## src/design/ipa_pkg.sv

```systemverilog
`default_nettype none
// ----------------------------------------------------------------------------
// ipa_pkg: shared types for the interval partition allocator
// Transfer payload structs, field widths and the sequencer state type.
// ----------------------------------------------------------------------------
package ipa_pkg;

    localparam int TIME_W  = 20;
    localparam int TAG_W   = 16;
    localparam int STALL_W = 7;

    // Input transfer: one closed interval and its tag
    typedef struct packed {
        logic [TIME_W-1:0] interval_start;
        logic [TIME_W-1:0] interval_finish;
        logic [TAG_W-1:0]  request_tag;
    } ipa_in_t;

    // Output transfer: one allocation result
    typedef struct packed {
        logic [STALL_W-1:0] assigned_stall;
        logic [TAG_W-1:0]   tag_echo;
        logic [STALL_W-1:0] stalls_total;
        logic               overflow;
    } ipa_out_t;

    // Sequencer states
    typedef enum logic [1:0] {
        ST_IDLE,
        ST_SCAN,
        ST_DECIDE
    } ipa_state_t;

endpackage : ipa_pkg
`default_nettype wire

```

## src/design/ipa_ram.sv

```systemverilog
`default_nettype none
// ----------------------------------------------------------------------------
// ipa_ram: generic single-write, single-read RAM
// One write port and one read port; read data is registered.
// ----------------------------------------------------------------------------
module ipa_ram #(
    parameter int WIDTH = 20,
    parameter int DEPTH = 64
) (
    input  wire logic                     clk,
    input  wire logic                     wr_en,
    input  wire logic [$clog2(DEPTH)-1:0] wr_addr,
    input  wire logic [WIDTH-1:0]         wr_data,
    input  wire logic                     rd_en,
    input  wire logic [$clog2(DEPTH)-1:0] rd_addr,
    output      logic [WIDTH-1:0]         rd_data
);

    logic [WIDTH-1:0] mem_reg [DEPTH];

    // Write port
    always_ff @(posedge clk)
    begin
        if (wr_en)
        begin
            mem_reg[wr_addr] <= wr_data;
        end
    end

    // Registered read port
    always_ff @(posedge clk)
    begin
        if (rd_en)
        begin
            rd_data <= mem_reg[rd_addr];
        end
    end

endmodule : ipa_ram
`default_nettype wire

```

## src/design/interval_partition_allocator_top.sv

```systemverilog
`default_nettype none
// ----------------------------------------------------------------------------
// interval_partition_allocator_top: greedy interval partitioning
// Assigns each interval to the earliest-free stall, a new one, or flags overflow.
// ----------------------------------------------------------------------------
// Each transfer in carries one closed interval with a tag and yields exactly
// one result transfer. The end times of opened stalls live in a RAM with a
// registered read port, and a single comparator walks them one per cycle to
// find the earliest-ending stall (lowest number wins a tie). An item is
// accepted in ST_IDLE; ST_SCAN then reads the N stalls opened so far (at most
// MAX_STALLS) through the RAM read port; ST_DECIDE writes the RAM unless it
// overflows and loads the output register. in_ready is high only between
// items. The result waits in the output register, so the next item may be
// accepted before it is taken; the decide state holds while the output
// register is still full. Stall numbers and the total are reported modulo
// 128. The RAM needs no clearing after reset: only entries of opened stalls
// are ever read.
module interval_partition_allocator_top #(
    parameter int MAX_STALLS = 64
) (
    input  wire logic             clk,
    input  wire logic             rst_n,
    input  wire logic             in_valid,
    output      logic             in_ready,
    input  wire ipa_pkg::ipa_in_t in_data,
    output      logic             out_valid,
    input  wire logic             out_ready,
    output      ipa_pkg::ipa_out_t out_data
);

    import ipa_pkg::*;

    localparam int AW = $clog2(MAX_STALLS);
    localparam int CW = $clog2(MAX_STALLS + 1);

    ipa_state_t        state_reg, state_next;
    logic [CW-1:0]     count_reg, count_next;
    logic [AW-1:0]     issue_reg, issue_next;
    logic [AW-1:0]     best_idx_reg, best_idx_next;
    logic [TIME_W-1:0] best_val_reg, best_val_next;
    logic [TIME_W-1:0] start_reg, finish_reg;
    logic [TAG_W-1:0]  tag_reg;
    logic              out_valid_reg, out_valid_next;
    ipa_out_t          out_data_reg, out_data_next;

    logic              in_xfer;
    logic              slot_free;
    logic              reuse;
    logic              scan_last;
    logic              rd_en;
    logic [AW-1:0]     rd_addr;
    logic [TIME_W-1:0] rd_data;
    logic              wr_en;
    logic [AW-1:0]     wr_addr;
    logic [CW-1:0]     best_num;
    logic [CW-1:0]     new_num;

    assign in_ready  = (state_reg == ST_IDLE);
    assign in_xfer   = in_valid && in_ready;
    assign slot_free = !out_valid_reg || out_ready;
    assign out_valid = out_valid_reg;
    assign out_data  = out_data_reg;

    // Stall numbers are one above the RAM index
    assign best_num  = CW'(best_idx_reg) + CW'(1);
    assign new_num   = count_reg + CW'(1);
    assign scan_last = (CW'(issue_reg) + CW'(1)) == count_reg;
    assign reuse     = (count_reg != '0) && (best_val_reg < start_reg);

    // End-time store
    ipa_ram #(
        .WIDTH (TIME_W),
        .DEPTH (MAX_STALLS)
    ) u_end_ram (
        .clk     (clk),
        .wr_en   (wr_en),
        .wr_addr (wr_addr),
        .wr_data (finish_reg),
        .rd_en   (rd_en),
        .rd_addr (rd_addr),
        .rd_data (rd_data)
    );

    // State and control registers
    always_ff @(posedge clk or negedge rst_n)
    begin
        if (!rst_n)
        begin
            state_reg     <= ST_IDLE;
            count_reg     <= '0;
            out_valid_reg <= 1'b0;
        end
        else
        begin
            state_reg     <= state_next;
            count_reg     <= count_next;
            out_valid_reg <= out_valid_next;
        end
    end

    // Payload and scan registers
    always_ff @(posedge clk)
    begin
        issue_reg    <= issue_next;
        best_idx_reg <= best_idx_next;
        best_val_reg <= best_val_next;
        out_data_reg <= out_data_next;
        if (in_xfer)
        begin
            start_reg  <= in_data.interval_start;
            finish_reg <= in_data.interval_finish;
            tag_reg    <= in_data.request_tag;
        end
    end

    // Sequencer: scan for the earliest end, then decide and write back
    always_comb
    begin
        state_next     = state_reg;
        count_next     = count_reg;
        issue_next     = issue_reg;
        best_idx_next  = best_idx_reg;
        best_val_next  = best_val_reg;
        out_data_next  = out_data_reg;
        out_valid_next = out_valid_reg && !out_ready;
        rd_en          = 1'b0;
        rd_addr        = '0;
        wr_en          = 1'b0;
        wr_addr        = best_idx_reg;

        case (state_reg)
            ST_IDLE:
            begin
                if (in_xfer)
                begin
                    issue_next = '0;
                    if (count_reg != '0)
                    begin
                        rd_en      = 1'b1;
                        state_next = ST_SCAN;
                    end
                    else
                    begin
                        state_next = ST_DECIDE;
                    end
                end
            end

            ST_SCAN:
            begin
                // rd_data holds the entry at issue_reg
                if ((issue_reg == '0) || (rd_data < best_val_reg))
                begin
                    best_val_next = rd_data;
                    best_idx_next = issue_reg;
                end
                if (scan_last)
                begin
                    state_next = ST_DECIDE;
                end
                else
                begin
                    rd_en      = 1'b1;
                    rd_addr    = issue_reg + AW'(1);
                    issue_next = issue_reg + AW'(1);
                end
            end

            ST_DECIDE:
            begin
                if (slot_free)
                begin
                    out_valid_next         = 1'b1;
                    out_data_next.tag_echo = tag_reg;
                    out_data_next.overflow = 1'b0;
                    if (reuse)
                    begin
                        wr_en                        = 1'b1;
                        out_data_next.assigned_stall = STALL_W'(best_num);
                        out_data_next.stalls_total   = STALL_W'(count_reg);
                    end
                    else if (count_reg < CW'(MAX_STALLS))
                    begin
                        wr_en                        = 1'b1;
                        wr_addr                      = AW'(count_reg);
                        count_next                   = new_num;
                        out_data_next.assigned_stall = STALL_W'(new_num);
                        out_data_next.stalls_total   = STALL_W'(new_num);
                    end
                    else
                    begin
                        // All stalls busy: report and leave state alone
                        out_data_next.assigned_stall = '0;
                        out_data_next.stalls_total   = STALL_W'(count_reg);
                        out_data_next.overflow       = 1'b1;
                    end
                    state_next = ST_IDLE;
                end
            end

            default:
            begin
                state_next = ST_IDLE;
            end
        endcase
    end

endmodule : interval_partition_allocator_top
`default_nettype wire

```

## config.mk

```make
export PLATFORM = sky130hd
export DESIGN_NAME = interval_partition_allocator_top
export DESIGN_NICKNAME = d
export VERILOG_FILES = /design/src/design/ipa_pkg.sv /design/src/design/ipa_ram.sv /design/src/design/interval_partition_allocator_top.sv
export SDC_FILE = /design/constraint.sdc
export NUM_CORES = 2
export LEC_CHECK = 0
export BUFFER_PORTS_ARGS = -buffer_cell sky130_fd_sc_hd__buf_2
export CAP_MARGIN = 20
export CORE_MARGIN = 2
export CORE_UTILIZATION = 45
export CTS_BUF_LIST = sky130_fd_sc_hd__clkbuf_2
export DETAILED_ROUTE_END_ITERATION = 12
export SYNTH_ARGS = -nofsm -noshare
export SYNTH_HDL_FRONTEND = slang
export SYNTH_SLANG_ARGS = --single-unit
```

## constraint.sdc

```tcl
create_clock -name clk -period 6.9 [get_ports clk]
set_input_delay 1.725 -clock clk [delete_from_list [all_inputs] [get_ports clk]]
set_output_delay 1.725 -clock clk [all_outputs]
set_load 0.01 [all_outputs]
```

* Yosys cells after proc, flatten, opt, wreduce, memory -nomap -nowiden *
Memories as Yosys holds them, arrays and structs flattened. A register that Yosys moved wholly into a read port is not among the register bits.
Cells that the tools add are included.

storage, ports and cells
  bits in registers = 129
  memory bits (writable) = 1280
  output and inout bits = 33
  memories = 1

memories
  memory             words  width  read ports  clocked after memory_dff  write ports  RTL line       text
  u_end_ram.mem_reg  64     20     1           1                         1            ipa_ram.sv:19  logic [WIDTH-1:0] mem_reg [DEPTH];

cells by class
  add/sub/neg operators = 4
  order comparisons = 3
  equal/unequal tests = 7
  mux-type cells = 31
  reduce and logical (&&, ||, !) cells = 15

operators by type and width
  operator               count
  $mux W6                8
  $lt A20 B20 Y1         2
  $mux W7                4
  $add A6 B1 Y7 const B  2
  $mux W1                12
  $pmux W6 S2            1
  $mux W2                4
  $add A7 B1 Y7 const B  1
  $eq A7 B7 Y1           1
  $lt A7 B7 Y1 const B   1
  $reduce_bool A7 Y1     1
  $add A6 B1 Y6 const B  1
  $logic_not A6 Y1       1
  $ne A2 B2 Y1 const B   3
  $pmux W2 S3            1
  $reduce_and A3 Y1      2
  $reduce_and A2 Y1      2
  $logic_and A1 B1 Y1    3
  $eq A2 B1 Y1 const B   1
  $eq A2 B2 Y1 const B   1
  $logic_not A1 Y1       2
  $logic_not A2 Y1       1
  $logic_or A1 B1 Y1     2
  $ne A2 B1 Y1 const B   1
  other kinds (2)        2

* Depth between registers and ports, before layout *
  depth in word-level cells = 7
  gate-level depth with buffers = 17
  depth with buffers taken out = 11

* Modules after synthesis *
Synthesis repeated with hierarchy kept, for this count alone.

unflattened totals
  cell total of the unflattened synthesis = 2644
  area total of the unflattened synthesis = 55411.9 µm²

by module, submodules not included
  module                            instances  cells an instance  area an instance (µm²)
  ipa_ram                           1          2243               49695.2
  interval_partition_allocator_top  1          401                5716.7

* Worst setup path before layout *
No wires, ideal clock.

  path kind = input-to-reg
  start point = input out_ready
  end point = memory u_end_ram.mem_reg[48][0], enable pin
  setup time = 422 ps
  arrival time = 5442 ps
  required time = 6478 ps
  path slack = 1036 ps
  cell stages on the path = 8
  cell sequence = nand2b_1 nand2b_1 clkbuf_1 inv_1 clkbuf_1 o21ai_1 clkbuf_1 nor3_1

on the way
  longest elaborated chain between the ends = 5
  elaborated cells on any way between the ends = 7
  classes of those cells = mux: 6; reduce/logical: 1

ends and longest elaborated chain
  what                           RTL line                                 text
  start, declared                interval_partition_allocator_top.sv:27   input wire logic out_ready,
  $logic_or A1 B1 Y1 *           interval_partition_allocator_top.sv:60   assign slot_free = !out_valid_reg || out_ready;
  $mux W1                        interval_partition_allocator_top.sv:171  if (slot_free)
  $mux W1                        interval_partition_allocator_top.sv:131  case (state_reg)
  $mux W1                        ipa_ram.sv:24                            if (wr_en)
  $mux W1 (implied by the code)  ipa_ram.sv:26                            mem_reg[wr_addr] <= wr_data;
  end, declared                  ipa_ram.sv:19

Mark *: on every way between the ends. The rest lies on a longest branch, timed or not.

* Worst setup path in the final report *
  start point = register issue_reg[0]
  end point = register u_end_ram.rd_data[0], read port of u_end_ram.mem_reg (data pin)

on the way
  longest elaborated chain between the ends = 4
  elaborated cells on any way between the ends = 7
  classes of those cells = add/sub: 2; eq/ne: 1; mux: 4

ends and longest elaborated chain
  what                                           RTL line                                 text
  start, declared                                interval_partition_allocator_top.sv:38   logic [AW-1:0] issue_reg, issue_next;
  start signal, assigned                         interval_partition_allocator_top.sv:104  issue_reg <= issue_next;
  $add A6 B1 Y7                                  interval_partition_allocator_top.sv:67   assign scan_last = (CW'(issue_reg) + CW'(1)) == count_reg;
  $eq A7 B7 Y1                                   interval_partition_allocator_top.sv:67
  $mux W1 / $mux W6 (equally long branches)      interval_partition_allocator_top.sv:157  if (scan_last)
  $pmux W1 S2 / $mux W6 (equally long branches)  interval_partition_allocator_top.sv:131
  end, declared                                  ipa_ram.sv:16                            output logic [WIDTH-1:0] rd_data

Parallel ways exist; a longest one is shown, timed or not.
A chain may end at the register's enable or synchronous reset.

==> results by group <==
Status
  • Status: finished, final reports clean

STA
  • Clock skew: about 160 ps
  • Final Worst Setup Slack: around 1500 ps
  • Period utilization: approximately four fifths
  • Crit path time final: around 5400 ps
  • Setup violators final: 0
  • FMAX: about 180 MHz
  • Hold Fails Final Rpt: 0
  • Post-route setup TNS: 0 ps
  • RSZ-0062 raised after global routing: no
  • Max_slew headroom: between 10% and 20%
  • Max Slew Vio Count: 0
  • Worst-Margin Slew: 1264 ps

Routing
  • Post-DRT Antenna Nets: 0
  • DR iter-0 viols: about 5800
  • Detailed Route WL: ~180000 microns
  • Via density: around 6.0
  • Drt wl/cell: ~29 microns
  • Vias: approximately 38000
  • Detailed Routing Iterations Pass 1: 8
  • DRC Markers: 0

Worst hold path
  • HP Class: in2reg
  • Min-delay src: in_data[10]
  • Worst Hold Endpoint: tag_reg[10]$_DFFE_PP_
  • Hold path cells: 1

Clock network
  • CTS buffer count: 367
  • Worst-Skew Late Latency: roughly 1700 ps
  • Post-cts hold buffer count: 1
  • CTS max path bufs: 4
  • CTS resizes: 0
  • Postcts setup bufs: 0
  • Total clock sinks: 1429
  • TritonCTS clock tree: yes
  • Root Buffer: clkbuf_2
  • H-tree depth: 5
  • Clock transition at path regs: 110 ps

Cells and area
  • Final net count: roughly 4400
  • Max FFs per register: approximately 1300
  • Post-Layout Cell Count: 6219
  • # fillers: between 10000 and 15000
  • Fin util: roughly 50%
  • Area delta synth->final: 11.39%
  • Layout cells sized above 1: approximately a fifth

Synthesis
  • Syn Nets: approximately 4000
  • Synth Cell Area: 0.05662 sq mm
  • Avg Inst Size Synth: roughly 14 sq um
  • Flops & latches, synth: 1429
  • Yosys cell types: between 80 and 90
  • FFs w/ async S/R, synth: less than 1%
  • Synth area leader: edfxtp_1
  • Synth top area share: roughly 75%
  • Number of synthesized flops with an enable pin: 1419
  • Main synth FF type: edfxtp_1
  • Register area share after synthesis: around three quarters
  • Synth area leaders: edfxtp_1 (75%), nand2_1 (5.2%), nand3_1 (1.6%)
  • Synth Instances: 3918
  • Ys Warns: 0

Global routing
  • Largest net degree at the start of global routing: about 100
  • Initial antenna violation count: 8
  • Gr usage total: 28.01%
  • Global route overflow: 0
  • Global-route wire length before repair: approximately 260000 microns
  • Vias in the first global route: ~36000

Critical path
  • R2r endpoint: u_end_ram.rd_data[0]$_DFFE_PP_
  • Startpoint Class: flip-flop
  • Worst-case reg-to-reg path depth: 11
  • Worst-path cell chain: buf_4 -> ha_1 -> nand3_2 -> a211oi_2 -> o2111ai_4 -> o31ai_4 -> nand2_1 -> o22ai_1 -> a211oi_1 -> a221oi_1 -> o22ai_1
  • Crit. Startpoint: issue_reg[0]$_SDFFCE_PP0P_
  • CP arrival: just under 7000 ps
  • Max incr delay on CP: between 800 and 900 ps
  • RR Startpoint: issue_reg[0]$_SDFFCE_PP0P_
  • Cell repeated most along the worst path: o22ai_1
  • Slowest CP cell: a221oi_1
  • CP required: roughly 8300 ps
  • Worst R2R Setup Slack: ~1500 ps
  • Critical path type: reg2reg
  • CP top delay family: compound AO/OA/AOI/OAI gates
  • Crit path buf inv count: 1
  • Crit path max fanout: 24
  • Crit. End Element: flip-flop

Placed design
  • Post-Place Cells: approximately 5600
  • GP Congestion: about 0.96
  • Dpl ws: between 1500 and 2000 ps
  • I/O Buffers: 92
  • Detailed placement HPWL: around 110000 microns

Power
  • Pleak: approximately 0.022 uW
  • Worst VDD drop: between 100 and 150 uV
  • Pwr dens: roughly 230 mW/mm^2
  • Post-layout power: between 10000 and 15000 uW

Die
  • Chip Height: about 360 microns
  • Die ar.: 0.1287 sq mm
  • Number of I/O pins: 93
  • FP Rows: 130
  • Die Wd: 358.7 microns
  • Core box area: between 0.1 and 0.15 sq mm
  • Initial Utilization: about 45%

Job
  • Max cap viols: 0
==> how the worst max path moves through the flow <==
stage               cells after the start  slack (ps)                                  to
floorplan                               8        1040  u_end_ram.mem_reg[48][0]$_DFFE_PP_
global placement                       14        1490      u_end_ram.rd_data[5]$_DFFE_PP_
detailed placement                     10        1620  u_end_ram.mem_reg[29][0]$_DFFE_PP_
CTS                                    11        1660      u_end_ram.rd_data[0]$_DFFE_PP_
global route                           11        1370      u_end_ram.rd_data[0]$_DFFE_PP_
finish                                 11        1450      u_end_ram.rd_data[0]$_DFFE_PP_
==> area by class of cell <==
| class | count | area (sq um) | area share, % |
|---|---|---|---|
| antenna | 5 | 12.51 | 0.01984 |
| clock buffer | 524 | 2623 | 4.158 |
| clock inverter | 70 | 349.1 | 0.5535 |
| inverter | 53 | 207.7 | 0.3293 |
| multi-input combinational | 2203 | 12950 | 20.53 |
| sequential | 1429 | 42860 | 67.96 |
| tap | 1650 | 2064 | 3.273 |
| timing repair buffer | 285 | 2002 | 3.174 |
==> through the flow <==
step	instance area (sq um)	hold WS [ps]
final	63070	232.5
after global routing	63060	105.4
after CTS	63030	27.14
after detailed placement	60050	404.5
after global placement	60030	400.5
after floorplan	56620	400.3
==> cells in the mapped netlist (all sizes together) (8+ instances only) <==
cell type  count
nor2         118
xor2          14
a22oi         13
o31ai         14
a211o         14
xnor2         11
a211oi        42
o21ai        146
nor3          61
a21oi        138
buf          133
o311ai         9
nand2b        15
inv           50
nor4          26
edfxtp      1419
o211ai        44
o22a           8
and3          46
a21o          23
o22ai         65
mux2i         57
a32oi         26
a31oi        115
clkbuf       100
nand3        186
ha            44
nand2        787
dfrtp         10
mux4          16
nor2b         18
nand4         18
o221ai        41
==> layout by cell type, fill, tap and decap left out, types with 18 or more instances in the layout <==
master and n:
clkbuf_2 524, nor2_2 36, o22ai_1 63, buf_4 182, nor2_1 80, nor3_1 44
nand4_1 18, nand3_1 184, a21oi_1 135, clkinv_1 61, inv_1 46, buf_2 94
a211oi_1 39, a21o_1 23, o211ai_1 44, nand2_1 784, nor2b_1 18, and3_1 46
mux2i_1 55, o21ai_0 138, a31oi_1 110, edfxtp_1 1419, a32oi_1 26, ha_1 44
o221ai_1 39
==> per-layer routing <==
layer / GRT usage, % / vias to the layer above / routed length, microns / share of wire (%)
li1: - / 16000 / - / -
met3: 7.680 / 377 / 22060 / 12
met5: 0 / - / 24 / 0.013
met4: 13.30 / 4 / 7947 / 4.4
met1: 38.98 / 18680 / 71120 / 39
met2: 40.89 / 2530 / 79580 / 44
==> cells by family after synthesis <==
group | Yosys count | share of synthesized area (%)
DFF | 1429 | 75.70
and+or+nand+nor | 1290 | 9.801
buffers and inverters | 286 | 2.208
AOI/OAI and AO/OA | 762 | 9.041
adders and majority gates | 44 | 0.9724
xor gates and xnor gates | 28 | 0.5127
muxes | 79 | 1.764
==> report_power, final <==
part | leakage, uW | internal (uW) | total [uW] | switching [uW]
logic | 0.00675 | 12.0 | 18.4 | 6.40
clock network | 0.00234 | 2110 | 5420 | 3310
registers | 0.0129 | 9380 | 9380 | 0.0000000000000132
Note: power is estimated with default switching activity, not from simulation.
